File: config.mk
export PLATFORM = sky130hd
export DESIGN_NAME = smpd_regs
export DESIGN_NICKNAME = d
export VERILOG_FILES = /design/src/rtl/core/smpd_pkg.sv /design/src/rtl/core/smpd_regs.sv
export SDC_FILE = /design/constraint.sdc
export NUM_CORES = 1
export LEC_CHECK = 0
export BUFFER_PORTS_ARGS = -buffer_cell sky130_fd_sc_hd__buf_2
export CAP_MARGIN = 5
export CORE_UTILIZATION = 27
export DETAILED_ROUTE_END_ITERATION = 12
export PLACE_DENSITY = 0.45
export SYNTH_ARGS = -nofsm -noshare
export SYNTH_HDL_FRONTEND = slang
export SYNTH_SLANG_ARGS = --single-unit
export TNS_END_PERCENT = 100
File: constraint.sdc
create_clock -name clk_i -period 14.2 [get_ports clk_i]
set_input_delay 0 -clock clk_i [delete_from_list [all_inputs] [get_ports clk_i]]
set_output_delay 0 -clock clk_i [all_outputs]
set_load 0.03 [all_outputs]
File: src/rtl/core/smpd_pkg.sv
// ----------------------------------------------------------------------------
// Strided memory port device package
// Shared types, register codes and constants for the strided port device.
// ----------------------------------------------------------------------------
`default_nettype none

package smpd_pkg;

  // Default number of address bits of the extended memory.
  localparam int unsigned ADDR_BITS_DEF = 16;

  // Register and configuration widths.
  localparam int unsigned RES_BITS  = 10;
  localparam int unsigned CFG_IDX_W = 1;

  // Reset values of the resolution registers.
  localparam logic [RES_BITS-1:0] RES_WIDTH_RST  = 10'd320;
  localparam logic [RES_BITS-1:0] RES_HEIGHT_RST = 10'd200;

  // Flag masks and size limits.
  localparam logic [7:0]  FLAGS_MASK   = 8'hC3;
  localparam logic [7:0]  FLAGS_UPDATE = 8'h80;
  localparam logic [15:0] SIZE_MAX     = 16'hFFFF;
  localparam logic [15:0] LOW_BYTE     = 16'h00FF;
  localparam logic [15:0] HIGH_BYTE    = 16'hFF00;

  // Configuration register indexes.
  localparam logic [CFG_IDX_W-1:0] CFG_RES_WIDTH  = 1'd0;
  localparam logic [CFG_IDX_W-1:0] CFG_RES_HEIGHT = 1'd1;

  // Access kinds.
  localparam logic KIND_READ  = 1'b0;
  localparam logic KIND_WRITE = 1'b1;

  // Device register indexes.
  typedef enum logic [3:0] {
    REG_FLAGS    = 4'd0,
    REG_SIZE_HI  = 4'd1,
    REG_SIZE_LO  = 4'd2,
    REG_ADDR_HI  = 4'd3,
    REG_ADDR_LO  = 4'd4,
    REG_PITCH_HI = 4'd5,
    REG_PITCH_LO = 4'd6,
    REG_WIDTH_HI = 4'd7,
    REG_WIDTH_LO = 4'd8,
    REG_DATA     = 4'd9
  } reg_idx_e;

  // Memory access request for one item.
  typedef struct packed {
    logic        we;
    logic        re;
    logic [15:0] addr;
    logic [7:0]  wdata;
  } mem_req_t;

  // Result of one item before the memory data is merged in.
  typedef struct packed {
    logic       from_mem;
    logic [7:0] data;
  } result_t;

endpackage

`default_nettype wire

File: src/rtl/core/smpd_regs.sv
// ----------------------------------------------------------------------------
// Strided memory port device register file
// Holds the device registers, applies one access per cycle and issues the
// memory request for data port accesses.
// ----------------------------------------------------------------------------
`default_nettype none

module smpd_regs (
  input  wire logic                                clk_i,
  input  wire logic                                rst_ni,
  input  wire logic                                cfg_we_i,
  input  wire logic [smpd_pkg::CFG_IDX_W-1:0]      cfg_index_i,
  input  wire logic [smpd_pkg::RES_BITS-1:0]       cfg_wdata_i,
  input  wire logic                                acc_i,
  input  wire logic                                kind_i,
  input  wire logic [3:0]                          reg_index_i,
  input  wire logic [7:0]                          wdata_i,
  output smpd_pkg::mem_req_t                       mem_req_o,
  output smpd_pkg::result_t                        result_o
);

  logic [smpd_pkg::RES_BITS-1:0] res_width_q, res_height_q;
  logic [15:0] addr_q, addr_d;
  logic [15:0] pitch_q, pitch_d;
  logic [15:0] width_q, width_d;
  logic [15:0] left_q, left_d;
  logic [7:0]  flags_q, flags_d;
  logic [15:0] size_q, size_d;

  logic                  is_write;
  smpd_pkg::reg_idx_e    idx;
  logic [19:0]           product;
  logic [16:0]           base;
  logic [15:0]           left_dec;
  logic [7:0]            new_flags;
  logic [15:0]           new_size;
  logic [1:0]            depth;
  logic [1:0]            cand;
  logic                  found;
  logic                  stepped;
  logic [18:0]           shifted;
  logic [7:0]            reg_byte;

  assign is_write = (kind_i == smpd_pkg::KIND_WRITE);
  assign idx      = smpd_pkg::reg_idx_e'(reg_index_i);

  // Buffer size base from the configured resolution.
  assign product = 20'(res_width_q) * 20'(res_height_q);
  assign base    = 17'(product >> 3);

  // Flags write: clamp to SIZE_MAX, else step down from the requested depth.
  always_comb begin
    new_flags = wdata_i & smpd_pkg::FLAGS_MASK;
    new_size  = size_q;
    depth     = 2'd0;
    found     = 1'b0;
    stepped   = 1'b0;
    cand      = 2'd0;
    shifted   = '0;
    if (wdata_i[7]) begin
      if (base > 17'(smpd_pkg::SIZE_MAX)) begin
        new_size  = smpd_pkg::SIZE_MAX;
        new_flags = smpd_pkg::FLAGS_UPDATE;
      end else begin
        for (int t = 0; t < 4; t++) begin
          cand    = wdata_i[1:0] - 2'(t);
          shifted = {2'b00, base} << cand;
          if (!found && (shifted[18:16] == 3'd0)) begin
            found   = 1'b1;
            depth   = cand;
            stepped = (t != 0);
          end
        end
        shifted  = {2'b00, base} << depth;
        new_size = shifted[15:0];
        if (stepped) begin
          new_flags = smpd_pkg::FLAGS_UPDATE | {6'd0, depth};
        end
      end
    end else begin
      new_size = size_q;
    end
  end

  assign left_dec = left_q - 16'd1;

  // Next register state for the accepted access.
  always_comb begin
    addr_d  = addr_q;
    pitch_d = pitch_q;
    width_d = width_q;
    left_d  = left_q;
    flags_d = flags_q;
    size_d  = size_q;
    if (acc_i && is_write) begin
      case (idx)
        smpd_pkg::REG_FLAGS: begin
          flags_d = new_flags;
          size_d  = new_size;
        end
        smpd_pkg::REG_SIZE_HI:  size_d  = (size_q & smpd_pkg::LOW_BYTE) | {wdata_i, 8'd0};
        smpd_pkg::REG_SIZE_LO:  size_d  = (size_q & smpd_pkg::HIGH_BYTE) | {8'd0, wdata_i};
        smpd_pkg::REG_ADDR_HI:  addr_d  = (addr_q & smpd_pkg::LOW_BYTE) | {wdata_i, 8'd0};
        smpd_pkg::REG_ADDR_LO:  addr_d  = (addr_q & smpd_pkg::HIGH_BYTE) | {8'd0, wdata_i};
        smpd_pkg::REG_PITCH_HI: pitch_d = (pitch_q & smpd_pkg::LOW_BYTE) | {wdata_i, 8'd0};
        smpd_pkg::REG_PITCH_LO: pitch_d = (pitch_q & smpd_pkg::HIGH_BYTE) | {8'd0, wdata_i};
        smpd_pkg::REG_WIDTH_HI: width_d = (width_q & smpd_pkg::LOW_BYTE) | {wdata_i, 8'd0};
        smpd_pkg::REG_WIDTH_LO: width_d = (width_q & smpd_pkg::HIGH_BYTE) | {8'd0, wdata_i};
        smpd_pkg::REG_DATA: begin
          // Advance, and skip to the next line at the end of a run.
          if (left_dec == 16'd0) begin
            left_d = width_q;
            addr_d = addr_q + 16'd1 + pitch_q - width_q;
          end else begin
            left_d = left_dec;
            addr_d = addr_q + 16'd1;
          end
        end
        default: ;
      endcase
      if (pitch_d == 16'd0) begin
        pitch_d = 16'd1;
      end
      if (width_d == 16'd0) begin
        width_d = 16'd1;
      end
      if ((idx == smpd_pkg::REG_ADDR_HI) || (idx == smpd_pkg::REG_ADDR_LO) ||
          (idx == smpd_pkg::REG_WIDTH_HI) || (idx == smpd_pkg::REG_WIDTH_LO)) begin
        left_d = width_d;
      end
    end
  end

  // Read-back byte from the state after the access.
  always_comb begin
    case (idx)
      smpd_pkg::REG_FLAGS:    reg_byte = flags_d;
      smpd_pkg::REG_SIZE_HI:  reg_byte = size_d[15:8];
      smpd_pkg::REG_SIZE_LO:  reg_byte = size_d[7:0];
      smpd_pkg::REG_ADDR_HI:  reg_byte = addr_d[15:8];
      smpd_pkg::REG_ADDR_LO:  reg_byte = addr_d[7:0];
      smpd_pkg::REG_PITCH_HI: reg_byte = pitch_d[15:8];
      smpd_pkg::REG_PITCH_LO: reg_byte = pitch_d[7:0];
      smpd_pkg::REG_WIDTH_HI: reg_byte = width_d[15:8];
      smpd_pkg::REG_WIDTH_LO: reg_byte = width_d[7:0];
      smpd_pkg::REG_DATA:     reg_byte = wdata_i;
      default:                reg_byte = 8'd0;
    endcase
  end

  // A data port read takes its byte from memory.
  assign result_o.from_mem = !is_write && (idx == smpd_pkg::REG_DATA);
  assign result_o.data     = reg_byte;

  // Memory request at the address before the access.
  assign mem_req_o.we    = acc_i && is_write && (idx == smpd_pkg::REG_DATA);
  assign mem_req_o.re    = acc_i && !is_write && (idx == smpd_pkg::REG_DATA);
  assign mem_req_o.addr  = addr_q;
  assign mem_req_o.wdata = wdata_i;

  // State registers and configuration writes.
  always_ff @(posedge clk_i or negedge rst_ni) begin
    if (!rst_ni) begin
      res_width_q  <= smpd_pkg::RES_WIDTH_RST;
      res_height_q <= smpd_pkg::RES_HEIGHT_RST;
      addr_q       <= 16'd0;
      pitch_q      <= 16'd1;
      width_q      <= 16'd1;
      left_q       <= 16'd1;
      flags_q      <= 8'd0;
      size_q       <= 16'd0;
    end else begin
      if (cfg_we_i && (cfg_index_i == smpd_pkg::CFG_RES_WIDTH)) begin
        res_width_q <= cfg_wdata_i;
      end
      if (cfg_we_i && (cfg_index_i == smpd_pkg::CFG_RES_HEIGHT)) begin
        res_height_q <= cfg_wdata_i;
      end
      addr_q  <= addr_d;
      pitch_q <= pitch_d;
      width_q <= width_d;
      left_q  <= left_d;
      flags_q <= flags_d;
      size_q  <= size_d;
    end
  end

endmodule

`default_nettype wire

==> flow_metrics.py <==
metrics = {
    "grt": {
        "grt_usage_pct": 18.12,
        "grt_util_met3_pct": 4.136,
        "overflow": 0,
        "grt_max_degree": 66,
        "gr-usage-met2_pct": 29.88,
        "antenna_found_initial": 0,
        "grt_pass1_wl_microns": 60020,
        "grt_pass1_vias": 10010,
        "grt_busiest_layer": "met2",
        "grt_use_met1_pct": 23.81,
    },
    "setup_path": {
        "cp-startpoint": "res_height_q[7]",
        "critPathRequiredTime_ns": 14.20,
        "r2r-end": "size_q[7]",
        "critPathCaptureType": "output pin",
        "critPathMostFrequentCell": "fa_1",
        "rr_startpoint": "res_height_q[7]",
        "critPathKind": "flip-flop to output pin",
        "crit_slowest_cell": "a22o_1",
        "crit_end": "result_o[3]",
        "arrival_ns": 8.04,
        "crit_fanout": 20,
        "cp_cell_sequence": "nand2_1, fa_1, inv_1, fa_1, inv_1, fa_1, fa_1, fa_1, inv_1, ha_1, or4_4, o22ai_4, nor3_2, or3_1, a2111oi_2, a22o_1, mux4_2, a21oi_1, a21oi_1, o211ai_1, buf_2",
        "critPathLaunchType": "flip-flop",
        "r2r.worst_path.cells": 20,
        "max_stage_delay_ns": 0.80,
        "rrSetupSlack_ns": 6.83,
    },
    "final_layout": {
        "postLayoutCoreUtil_pct": 30.22,
        "layout.nets": 1537,
        "final_common_cell": "nand2_1",
        "antenna-diode-count": 0,
        "mostFrequentLayoutCells": "nand2_1 (149), dfrtp_1 (100), inv_1 (93)",
        "syn2layout_area_growth_pct": 10.15,
        "drive_above_1_share_pct": 11.87,
    },
    "cts": {
        "ctsResizeCount": 0,
        "cts_tree": "built",
        "clockBufferDepth": 2,
        "holdBufCountCts": 11,
        "clock-sinks": 108,
        "post_cts_buffers": 0,
        "clk_pin_slew_ns": 0.08,
        "cts_made_buffers": 9,
        "cts-root-buf": "clkbuf_16",
        "insertion_delay_ns": 0.40,
        "cts-htree-levels": 3,
    },
    "timing": {
        "min_period_over_period_pct": 56.60,
        "skew_ns": 0.01829,
        "finalCriticalPeriod_ns": 8.037,
        "tns_ns": 0,
        "drv_slew": 0,
        "hold_viol": 0,
        "rsz0062_at_grt": "false",
        "final.setup.worst_slack_ns": 6.163,
        "setup_viol": 0,
        "slew_headroom_pct": 17.32,
        "timing.fmax_mhz": 124.4,
        "worst_slew_pin_slew_ns": 1.230,
    },
    "synth": {
        "yosysWarnings": 0,
        "yosysSeqAreaShare_pct": 23.57,
        "synth_top_cell_by_area": "dfrtp_1",
        "synth-edff-count": 0,
        "synth_cell_type_count": 81,
        "synth_top_area_share_pct": 21.74,
        "ys_seq_elements": 108,
        "synth_nets": 1519,
        "synth_ff_type": "dfrtp_1",
        "synthTopCellsByArea": "dfrtp_1 (22%), fa_1 (13%), ha_1 (7.8%), nand2_1 (4.9%), and2_1 (4.3%)",
        "syn_area_sq_um": 11510,
        "avgSynthCellArea_sq_um": 8.576,
        "netlist_instances": 1342,
        "async_reset_ff_share_pct": 100.0,
    },
    "drt": {
        "drtIter0Drc": 885,
        "wl_microns": 38930,
        "vias_per_cell": 5.354,
        "remaining_drc_errors": 0,
        "dr.pass1.iters": 6,
        "ant_nets": 0,
        "vias": 10194,
        "wl_per_cell_microns": 20.45,
    },
    "hold_path": {
        "hold_class": "input port to flip-flop",
    },
    "die": {
        "coreArea_sq_um": 41950,
        "start_util_pct": 27.44,
        "die-area_sq_um": 43450,
        "io_pins": 63,
        "die_height_microns": 208.5,
        "row_count": 75,
        "die_x_microns": 208.5,
    },
    "run_status": {
        "run_status": "finished, final reports clean",
    },
    "placed_design": {
        "gp_congestion": 0.8659,
        "pre_cts_ws_ns": 6.598,
        "hpwl_microns": 29850,
        "io_buffers": 62,
    },
    "job": {
        "cap_violations": 0,
    },
}
## per-layer routing
layer  vias up  part of all wire [%]
met5         -                     0
met4         0                   1.8
met3        38                   6.7
met2       316                    48
met1      5073                    43
li1       4767                     -
## stage by stage
step	area, sq um	hold slack, ns	std cells
after detailed placement	12270	0.1964	1877
final	12680	0.08310	1904
after global routing	12680	0.05576	1904
after floorplan	11510	-0.2956	1342
after CTS	12680	0.04025	1904
after global placement	12270	0.1947	1877
## how the worst min path moves through the flow
stage / start / endpoint / slack (ns) / cells past startpoint
CTS: wdata_i[6] / width_q[14] / 0.04 / 3
floorplan: rst_ni / addr_q[0] / -0.30 / 0
detailed placement: rst_ni / addr_q[3] / 0.20 / 1
global placement: rst_ni / addr_q[0] / 0.19 / 1
global route: wdata_i[6] / width_q[14] / 0.06 / 3
finish: wdata_i[6] / width_q[14] / 0.08 / 3
## synth_stat cells, drive strengths merged (4+ instances only)
cell,number
and3,7
a22oi,25
or3,9
dfstp,8
a222oi,8
clkbuf,69
o211ai,7
o21a,6
nor4,15
a21o,7
o221ai,10
a211oi,10
xnor2,35
nor3,27
buf,15
nand2b,13
nor2,92
inv,94
a211o,5
a21oi,83
mux2i,19
nand2,149
a221oi,9
mux2,42
dfrtp,100
a31oi,6
fa,77
and2,80
nand4,13
xor2,22
a22o,5
o31ai,14
o22ai,9
ha,72
o21ai,83
nand3,33
o21bai,4
or4,8
a2111oi,4
## flip-flops by register name (all words and copies together), names as in the netlist
| register | count |
|---|---|
| addr_q | 16 |
| flags_q | 8 |
| left_q | 16 |
| pitch_q | 16 |
| res_height_q | 10 |
| res_width_q | 10 |
| size_q | 16 |
| width_q | 16 |
## cell families after synthesis
group	Yosys count	synth area share, %
mux	62	5.958
xor+xnor	57	4.403
flops	108	23.57
compound gates	324	18.72
fa+ha+maj	149	21.22
buf+inv	178	6.327
simple gates	464	19.80
## layout make-up
cell class,count,area [sq um]
Fill cell,4474,29270
Clock buffer,9,225.2
Inverter,94,352.8
Clock inverter,7,75.07
Sequential cell,108,2713
Multi-Input combinational cell,1056,8079
Tap cell,539,674.4
Timing Repair Buffer,91,558.0
## worst max-delay path, delay by kind of cell (launching register included)
| kind | cells | cell delay [ns] |
|---|---|---|
| AO/OA/AOI/OAI | 6 | 2.05 |
| flip-flops | 1 | 0.63 |
| AND/OR/NAND/NOR | 4 | 1.14 |
| multiplexers | 1 | 0.61 |
| buffers and inverters | 4 | 0.40 |
| adder cells (fa/ha/maj) | 6 | 2.80 |
Power is left out: the tool's default activity adds up to more than one toggle a clock period on the data nets, which glitch-free logic cannot reach.
