==> src/rtl/core/smpd_outq.sv <==
// ----------------------------------------------------------------------------
// Strided memory port device output queue
// Two-entry result queue that decouples the output handshake.
// ----------------------------------------------------------------------------
`default_nettype none

module smpd_outq (
  input  wire logic       clk_i,
  input  wire logic       rst_ni,
  input  wire logic       push_i,
  input  wire logic [7:0] push_data_i,
  output logic            full_o,
  output logic            valid_o,
  input  wire logic       ready_i,
  output logic [7:0]      data_o
);

  logic [1:0] cnt_q, cnt_d;
  logic [7:0] head_q, head_d;
  logic [7:0] tail_q, tail_d;
  logic       pop;
  logic [1:0] slot;

  assign pop = (cnt_q != 2'd0) && ready_i;

  // Shift on pop, then place the pushed item behind the remaining ones.
  always_comb begin
    head_d = head_q;
    tail_d = tail_q;
    if (pop) begin
      head_d = tail_q;
    end
    slot  = cnt_q - {1'b0, pop};
    cnt_d = slot + {1'b0, push_i};
    if (push_i) begin
      if (slot == 2'd0) begin
        head_d = push_data_i;
      end else begin
        tail_d = push_data_i;
      end
    end
  end

  always_ff @(posedge clk_i or negedge rst_ni) begin
    if (!rst_ni) begin
      cnt_q <= 2'd0;
    end else begin
      cnt_q <= cnt_d;
    end
  end

  always_ff @(posedge clk_i) begin
    head_q <= head_d;
    tail_q <= tail_d;
  end

  assign full_o  = (cnt_q == 2'd2);
  assign valid_o = (cnt_q != 2'd0);
  assign data_o  = head_q;

endmodule

`default_nettype wire

==> config.mk <==
export PLATFORM = sky130hd
export DESIGN_NAME = smpd_outq
export DESIGN_NICKNAME = d
export VERILOG_FILES = /design/src/rtl/core/smpd_outq.sv
export SDC_FILE = /design/constraint.sdc
export NUM_CORES = 1
export LEC_CHECK = 0
export ABC_AREA = 0
export BUFFER_PORTS_ARGS = -buffer_cell sky130_fd_sc_hd__buf_2
export CAP_MARGIN = 40
export CORE_MARGIN = 5
export CORE_UTILIZATION = 25
export DETAILED_ROUTE_END_ITERATION = 8
export GPL_TIMING_DRIVEN = 0
export SYNTH_ARGS = -nofsm -noshare
export SYNTH_HDL_FRONTEND = slang
export SYNTH_SLANG_ARGS = --single-unit
==> constraint.sdc <==
create_clock -name clk_i -period 1.8 [get_ports clk_i]
set_input_delay 0.27 -clock clk_i [delete_from_list [all_inputs] [get_ports clk_i]]
set_output_delay 0.27 -clock clk_i [all_outputs]
set_load 0.1 [all_outputs]
==> results_dict.tcl, run 1 <==
set metrics [dict create \
    die_h_um 63.7 \
    clk_latency_ns 0.29 \
    grt_util_met3 0.0280 \
    period_minus_slack_ns 1.64 \
    cts_buffer_depth 2 \
    overflow 0 \
    cts_tree "built" \
    dpl.hpwl_um 917 \
    period_share 0.914 \
    cts_resized 0 \
    synth_xor_area_frac 0.0121 \
    via_per_inst 4.29 \
    drive_gt1_frac 0.620 \
    worstSetupStartpointType "register" \
    outcome "finished clean" \
    setup_viol 0 \
    critPathKind "register to primary output" \
    place.gp.congestion 0.653 \
    synth_area_um2 722 \
    yosysSeqAreaShare 0.624 \
    worst_pin_slew_ns 0.495 \
    path_clk_slew_ns 0.09 \
    synth_cell_type_count 14 \
    antenna_left 0 \
    crit_required_ns 1.53 \
    yosys.area_share.simple 0.0520 \
    grt_util_all_layers 0.0668 \
    synthCells 45 \
    rsz0062_at_grt "no" \
    crit_path_end_kind "primary output" \
    synth_warnings 0 \
    slew_violations 0 \
    dp.cells 97 \
    num_rows 19 \
    antenna_found_initial 0 \
    fp.coreArea_mm2 0.00276 \
    firstDrtPassIters 2 \
    max_freq_mhz 608 \
    maxCapViolCount 0 \
    drt_wl_total_mm 1.22 \
    routedWlPerCell_um 12.0 \
    arrival_ns 1.37 \
    grt_busiest_layer "met2" \
    ys_ff_latch 18 \
    postCtsSetupBuffers 0 \
    drc 0 \
    hold_viol_final 0 \
    synthAdderAreaFrac 0.0173 \
    portBuffers 21 \
    drtIter0Drc 15 \
    start_util 0.262 \
    die_area_mm2 0.00406 \
    synthMuxAreaShare 0.250 \
    synth_nets 58 \
    grt_first_pass_wirelength_mm 2.06 \
    insertedDiodeCount 0 \
    syn_avg_cell_area_um2 16.0 \
    die_x_um 63.7 \
    grt_pass1_vias 475 \
    synth_top_family_by_area "multiplexers" \
    setup_tns_ns 0 \
    numCtsBuffers 3 \
    fin_nets 85 \
    grt_max_degree 11 \
    layout.cells.non_filler 102 \
    gr-usage-met2 0.108 \
    cts_max_level 1 \
    maxSlewHeadroom 0.672 \
    min_path_type "input pin to register" \
    num_vias 438 \
    num_io_pins 22 \
    cts_sinks 18 \
    synth_compound_area_frac 0.0399 \
    fin_skew_ns 0.00387 \
    cts_root_buf "clkbuf_4" \
    grt_use_met1 0.0731 \
    critical_path.max_fanout 6 \
    syn_to_final_growth_pct 26.0 \
]
==> layout by cell type (no fill, tap or decap), types with 2 or more instances in the layout <==
cell type and instances:
dfrtp_1 2, buf_2 21, dfxtp_1 8, mux2_2 16
edfxtp_1 8, clkbuf_4 3
==> through the flow <==
step | setup slack [ns] | area [µm²] | hold WS [ns] | util
3_5_place_dp | 0.152 | 873 | 0.0560 | 0.317
4_1_cts | 0.138 | 910 | 0.152 | 0.330
6_report | 0.156 | 910 | 0.162 | 0.330
2_1_floorplan | 0.256 | 729 | -0.0256 | -
5_1_grt | 0.0442 | 910 | 0.140 | 0.330
3_3_place_gp | 0.177 | 873 | 0.0578 | 0.317
==> routing by layer <==
layer | vias to the layer above | wire length, µm
li1 | 219 | -
met1 | 198 | 553
met5 | - | 0
met3 | 3 | 110
met4 | 0 | 27
met2 | 18 | 526
==> registers in the layout, summed over array words and instances, names as in the netlist <==
register	count
tail_q	8
cnt_q	2
data_o	8
==> final timing paths <==
kind	cells past startpoint	start	slack (ns)	end
max reg2reg	3	cnt_q[0]	0.19	data_o[1]
max	2	cnt_q[1]	0.16	full_o
min in group asynchronous	2	rst_ni	0.28	cnt_q[0]
min	1	push_data_i[0]	0.16	tail_q[0]
min reg2reg	2	tail_q[2]	0.61	data_o[2]
max in group asynchronous	2	rst_ni	1.43	cnt_q[1]
==> kinds of logic after synthesis <==
| kind of cell | Yosys count |
|---|---|
| DFF | 18 |
| muxes | 16 |
| xor gates and xnor gates | 1 |
| buffers and inverters | 1 |
| and+or+nand+nor | 4 |
| AOI/OAI and AO/OA | 4 |
| adders and majority gates | 1 |
==> synth_stat cells (all sizes together) <==
master  count  area share
o21ai       2       0.019
or2         1      0.0087
mux2       16        0.25
nor2b       2       0.017
dfrtp       2       0.069
inv         1      0.0052
o21a        1       0.010
ha          1       0.017
a21o        1       0.010
edfxtp      8        0.33
nor3b       1       0.026
dfxtp       8        0.22
xnor2       1       0.012
==> worst max-delay path, cell delays in order, from the launching register on <==
cell and delay, ns:
dfrtp_1 0.47, nor2b_4 0.19, buf_2 0.43
==> area by class of cell <==
cell class | instances | area, µm²
Sequential cell | 18 | 450
Inverter | 1 | 3.75
Multi-Input combinational cell | 26 | 275
Fill cell | 283 | 1850
Timing Repair Buffer | 22 | 115
Clock inverter | 1 | 3.75
Clock buffer | 3 | 22.5
Tap cell | 31 | 38.8
==> repair_timing <==
item	4_1_cts	5_1_grt
endpoints found under the setup margin	0	0
hold buffers	1	0
endpoints found under the hold margin	2	0
Power of run 1 is left out: the tool's default activity adds up to more than one toggle a clock period on the data nets, which glitch-free logic cannot reach.
==> inputs of run 2 (changes only) <==
==> constraint.sdc (replaced) <==
create_clock -name clk_i -period 2.1 [get_ports clk_i]
set_input_delay 0.315 -clock clk_i [delete_from_list [all_inputs] [get_ports clk_i]]
set_output_delay 0.315 -clock clk_i [all_outputs]
set_load 0.1 [all_outputs]
==> run 2 against run 1 <==
Sequential cell count stayed put. Critical path depth stayed put. Global-route usage is 0.55 points higher. Sequential share of layout area is 0.27 points higher. Clock skew hardly changed. Non-clock buffer count stayed put. Routed wire length is 0.16% higher. Die area stayed put. Worst setup slack better by 0.23 ns. Core utilization is 0.18 points lower. Count of clock-buffer cells in the layout is 1 higher. Highest routed layer unchanged.
==> results_dict.tcl, run 2 (synthesis gave the netlist of run 1 again) <==
set metrics [dict create \
    outcome "finished clean" \
    arrival_ns 1.40 \
    maxCapViolCount 0 \
    worstSetupStartpointType "register" \
    overflow 0 \
    drive_gt1_frac 0.620 \
    via_per_inst 4.22 \
    crit_path_end_kind "primary output" \
    insertedDiodeCount 0 \
    layout_common_cells "21 x buf_2, 16 x mux2_2, 8 x dfxtp_1, 8 x edfxtp_1, 3 x clkbuf_4" \
    critical-path-top-delay-family "flip-flops" \
    syn_to_final_growth_pct 25.3 \
    num_rows 19 \
    r2r_cells 3 \
    min_path_type "input pin to register" \
    die_h_um 63.7 \
    path_clk_slew_ns 0.09 \
    grt_max_degree 11 \
    cp_cell_sequence "nor2b_2 -> buf_2" \
    cts_tree "built" \
    num_vias 430 \
    hold_viol_final 0 \
    place.gp.congestion 0.642 \
    die_area_mm2 0.00406 \
    holdWs_ns 0.212 \
    grt_util_all_layers 0.0723 \
    routedWlPerCell_um 12.0 \
    grt_first_pass_wirelength_mm 2.16 \
    slowest_stage "dfrtp_1" \
    n_fill_cell 294 \
    period_share 0.815 \
    fin_skew_ns 0.00356 \
    setup_tns_ns 0 \
    r2r-start "cnt_q[1]" \
    num_io_pins 22 \
    die_x_um 63.7 \
    drc 0 \
    grt_pass1_vias 478 \
    layout.cells.non_filler 102 \
    drt_wl_total_mm 1.22 \
    numCtsBuffers 3 \
    design_area_um2 905 \
    critical_path.max_fanout 6 \
    min_to "tail_q[1]" \
    rrSetupSlack_ns 0.47 \
    cpPeakStageDelay_ns 0.47 \
    critPathKind "register to primary output" \
    whs_path_depth 1 \
    cts_buffer_depth 2 \
    place_area_um2 868 \
    cp.depth 2 \
    maxSlewHeadroom 0.670 \
    fp.coreArea_mm2 0.00276 \
    worstReg2RegEnd "data_o[4]" \
    cts_root_buf "clkbuf_4" \
    timing.critical_path.buf_inv 1 \
    layout_commonest_cell "buf_2" \
    rsz0062_at_grt "no" \
    cts_max_level 1 \
    period_minus_slack_ns 1.71 \
    dp.cells 97 \
    start_util 0.262 \
    cts_sinks 18 \
    drtIter0Drc 9 \
    max_freq_mhz 585 \
    firstDrtPassIters 2 \
    fin_nets 85 \
    antenna_found_initial 0 \
    holdCritStartpoint "push_data_i[1]" \
    slew_violations 0 \
    portBuffers 21 \
    worst_pin_slew_ns 0.494 \
    dpl.hpwl_um 925 \
    antenna_left 0 \
    clk_latency_ns 0.28 \
    setup_viol 0 \
    crit_required_ns 1.78 \
]
[run 2: cell count changes in the layout (fill, tap and decap cells not counted), sizes merged]
cell,before,now
clkbuf,3,4
clkinv,1,0
[run 2: through the flow]
step / utilization / setup slack [ns]
global placement: 0.315 / 0.484
floorplan: - / 0.222
CTS: 0.328 / 0.370
finish: 0.328 / 0.389
detailed placement: 0.315 / 0.452
global route: 0.328 / 0.283
[run 2: final cells by class]
type,instances,area (µm²),share of cell area
tap,31,38.8,0.0429
inverter,1,3.75,0.00415
timing repair buffer,22,115,0.127
sequential,18,450,0.498
clock buffer,4,26.3,0.0290
multi-input combinational,26,270,0.299
[run 2: worst max path at each step]
stage | startpoint | end | slack [ns]
after floorplan | cnt_q[1] | cnt_q[0] | 0.22
after global placement | cnt_q[1] | data_o[6] | 0.48
after detailed placement | cnt_q[1] | data_o[7] | 0.45
after CTS | cnt_q[1] | full_o | 0.37
after global routing | cnt_q[1] | full_o | 0.28
final | cnt_q[1] | full_o | 0.39
[run 2: timing repair]
action,CTS,global route
resized for setup,0,0
setup buffers,0,0
hold buffers,1,0
endpoints found under the hold margin,2,0
[run 2: per-layer routing]
metal,part of all wire,GRT usage,wire (µm)
met1,0.43,0.0721,524
met5,0,0,0
met4,0.012,0.0312,15
met2,0.47,0.122,575
met3,0.086,0.0420,105
Power of run 2 is left out for the same reason.
==> inputs of run 3 (changes only) <==
--- a/config.mk
+++ b/config.mk
@@ -5,7 +5,7 @@
 export SDC_FILE = /design/constraint.sdc
 export NUM_CORES = 1
 export LEC_CHECK = 0
-export ABC_AREA = 0
+export ABC_AREA = 1
 export BUFFER_PORTS_ARGS = -buffer_cell sky130_fd_sc_hd__buf_2
 export CAP_MARGIN = 40
 export CORE_MARGIN = 5
==> constraint.sdc (replaced) <==
create_clock -name clk_i -period 1.7 [get_ports clk_i]
set_input_delay 0.255 -clock clk_i [delete_from_list [all_inputs] [get_ports clk_i]]
set_output_delay 0.255 -clock clk_i [all_outputs]
set_load 0.1 [all_outputs]
==> run 3 against run 2 <==
Sequential share of layout area shrank 5.2 points. Critical endpoint is now valid_o. Routed wire length up 41%. Global-route usage grew 1.7 points. Critical path depth up 1. Sequential cell count unchanged. Largest cell class unchanged. Non-clock buffer count up 2. Clock skew grew 0.0014 ns. Synthesized cell count up 100%. First-iteration DRC count did not move. Count of clock-buffer cells in the layout unchanged.
==> results_dict.tcl, run 3 <==
set metrics [dict create \
    grt_max_degree 11 \
    postCtsSetupBuffers 0 \
    crit_required_ns 1.44 \
    synthDominantCellAreaShare 0.302 \
    syn_to_final_growth_pct 26.9 \
    ys_ff_latch 18 \
    numCtsBuffers 3 \
    portBuffers 21 \
    routedWlPerCell_um 10.7 \
    maxSlewHeadroom 0.676 \
    num_vias 657 \
    die_h_um 66.4 \
    place.gp.congestion 0.735 \
    dpl.hpwl_mm 1.31 \
    outcome "finished clean" \
    critPathKind "register to primary output" \
    layout.cells.non_filler 161 \
    period_share 0.932 \
    synth_area_um2 796 \
    final_core_util 0.331 \
    synth_commonest_cells "26 x nand2_1, 16 x inv_1, 16 x nand3_1, 8 x dfxtp_1, 8 x edfxtp_1" \
    num_rows 20 \
    cts_buffer_depth 2 \
    layout_common_cells "26 x nand2_1, 21 x buf_2, 16 x inv_1, 16 x nand3_1" \
    grt_first_pass_wirelength_mm 2.90 \
    start_util 0.261 \
    setup_tns_ns 0 \
    yosysTopAreaCell "edfxtp_1" \
    period_minus_slack_ns 1.59 \
    fin_skew_ns 0.00494 \
    synth_flop_cell "edfxtp_1" \
    overflow 0 \
    drc 0 \
    cp_cell_sequence "inv_2 -> nand2_4 -> clkbuf_4" \
    min_path_type "input pin to register" \
    crit_path_end_kind "primary output" \
    clk_latency_ns 0.29 \
    max_freq_mhz 631 \
    synthCells 90 \
    fp.coreArea_mm2 0.00305 \
    die_area_mm2 0.00441 \
    firstDrtPassIters 4 \
    drive_gt1_frac 0.308 \
    drtIter0Drc 9 \
    yosysSeqAreaShare 0.566 \
    num_io_pins 22 \
    worstSetupStartpointType "register" \
    slowest_stage "dfrtp_1" \
    synth_cell_type_count 18 \
    dp.cells 156 \
    path_clk_slew_ns 0.10 \
    arrival_ns 1.33 \
    die_x_um 66.4 \
    cts_max_level 1 \
    worst_pin_slew_ns 0.489 \
    hold_viol_final 0 \
    synth_edf_count 8 \
    yosys-top-cells-area "edfxtp_1 30%, dfxtp_1 20%, nand2_1 12%" \
    slew_violations 0 \
    syn_avg_cell_area_um2 8.84 \
    via_per_inst 4.08 \
    cts_sinks 18 \
    setup_viol 0 \
    critical_path.max_fanout 9 \
    synth_warnings 0 \
    n_fill_cell 337 \
    grt_util_all_layers 0.0895 \
    insertedDiodeCount 0 \
    grt_pass1_vias 638 \
    cts_root_buf "clkbuf_4" \
    cpPeakStageDelay_ns 0.49 \
    rsz0062_at_grt "no" \
    drt_wl_total_mm 1.73 \
    layout_commonest_cell "nand2_1" \
    async_flop_share 0.111 \
    cts_tree "built" \
    maxCapViolCount 0 \
    antenna_found_initial 0 \
    fin_nets 131 \
    synth_nets 103 \
    yosysMostFrequentCell "nand2_1" \
    antenna_left 0 \
]
-- run 3: changes by cell type after synthesis, moves of 2 or more --
cell / previous run / this run
mux2_2: 16 / 0
nand2_1: 0 / 26
nor2b_1: 2 / 0
nand3_1: 0 / 16
inv_1: 1 / 16
inv_2: 0 / 3
-- run 3: repair_timing --
item                                   CTS  global route
gates cloned                             0             0
hold buffers                             1             0
setup endpoints to repair                4             1
endpoints found under the hold margin    2             0
resized for setup                        1             1
-- run 3: path summary, 6_finish.rpt --
check / from / end / slack (ns) / depth (start not counted)
max in group asynchronous: rst_ni / cnt_q[0] / 1.32 / 2
worst max-delay path: cnt_q[0] / valid_o / 0.11 / 3
min in group asynchronous: rst_ni / cnt_q[1] / 0.29 / 2
worst min register to register: data_o[3] / data_o[3] / 0.53 / 4
worst max register to register: cnt_q[0] / tail_q[4] / 0.18 / 3
worst min-delay path: push_data_i[0] / tail_q[0] / 0.14 / 1
-- run 3: final cells by class --
| cell class | count | area, µm² | share of cell area |
|---|---|---|---|
| well taps | 44 | 55.1 | 0.0545 |
| repair buffers | 23 | 125 | 0.124 |
| plain buffers | 1 | 5.00 | 0.00496 |
| inverters | 20 | 77.6 | 0.0768 |
| flip-flops and latches | 18 | 450 | 0.446 |
| multi-input cells | 51 | 270 | 0.268 |
| clock buffers | 4 | 26.3 | 0.0260 |
-- run 3: cells by family (layout without fill, tap and decap cells) --
family,Yosys count,after routing,share of synthesized area
simple gates,46,46,0.272
buf+inv,21,48,0.104
flops,18,18,0.566
compound gates,3,3,0.0315
fa+ha+maj,1,1,0.0157
xor+xnor,1,1,0.0110
-- run 3: per-layer routing --
metal  vias up  wire length, µm  GRT usage
li1        334                -          -
met1       307              692     0.0983
met2        12              912      0.152
met3         4               82     0.0238
met4         0               39     0.0533
met5         -                0          0
-- run 3: per-stage QoR --
stage	hold WS, ns	area, µm²	setup WS, ns
2_1_floorplan	-0.0406	803	0.102
3_3_place_gp	0.0395	963	-0.208
3_5_place_dp	0.0413	971	-0.0656
4_1_cts	0.137	1010	0.00646
5_1_grt	0.118	1010	0.0334
6_report	0.141	1010	0.115
-- run 3: critical path: cells and delay by family (launching register included) --
kind / cells / cell delay [ns]
flip-flops: 1 / 0.49
buffers and inverters: 2 / 0.43
AND/OR/NAND/NOR: 1 / 0.12
Power of run 3 is left out for the same reason.
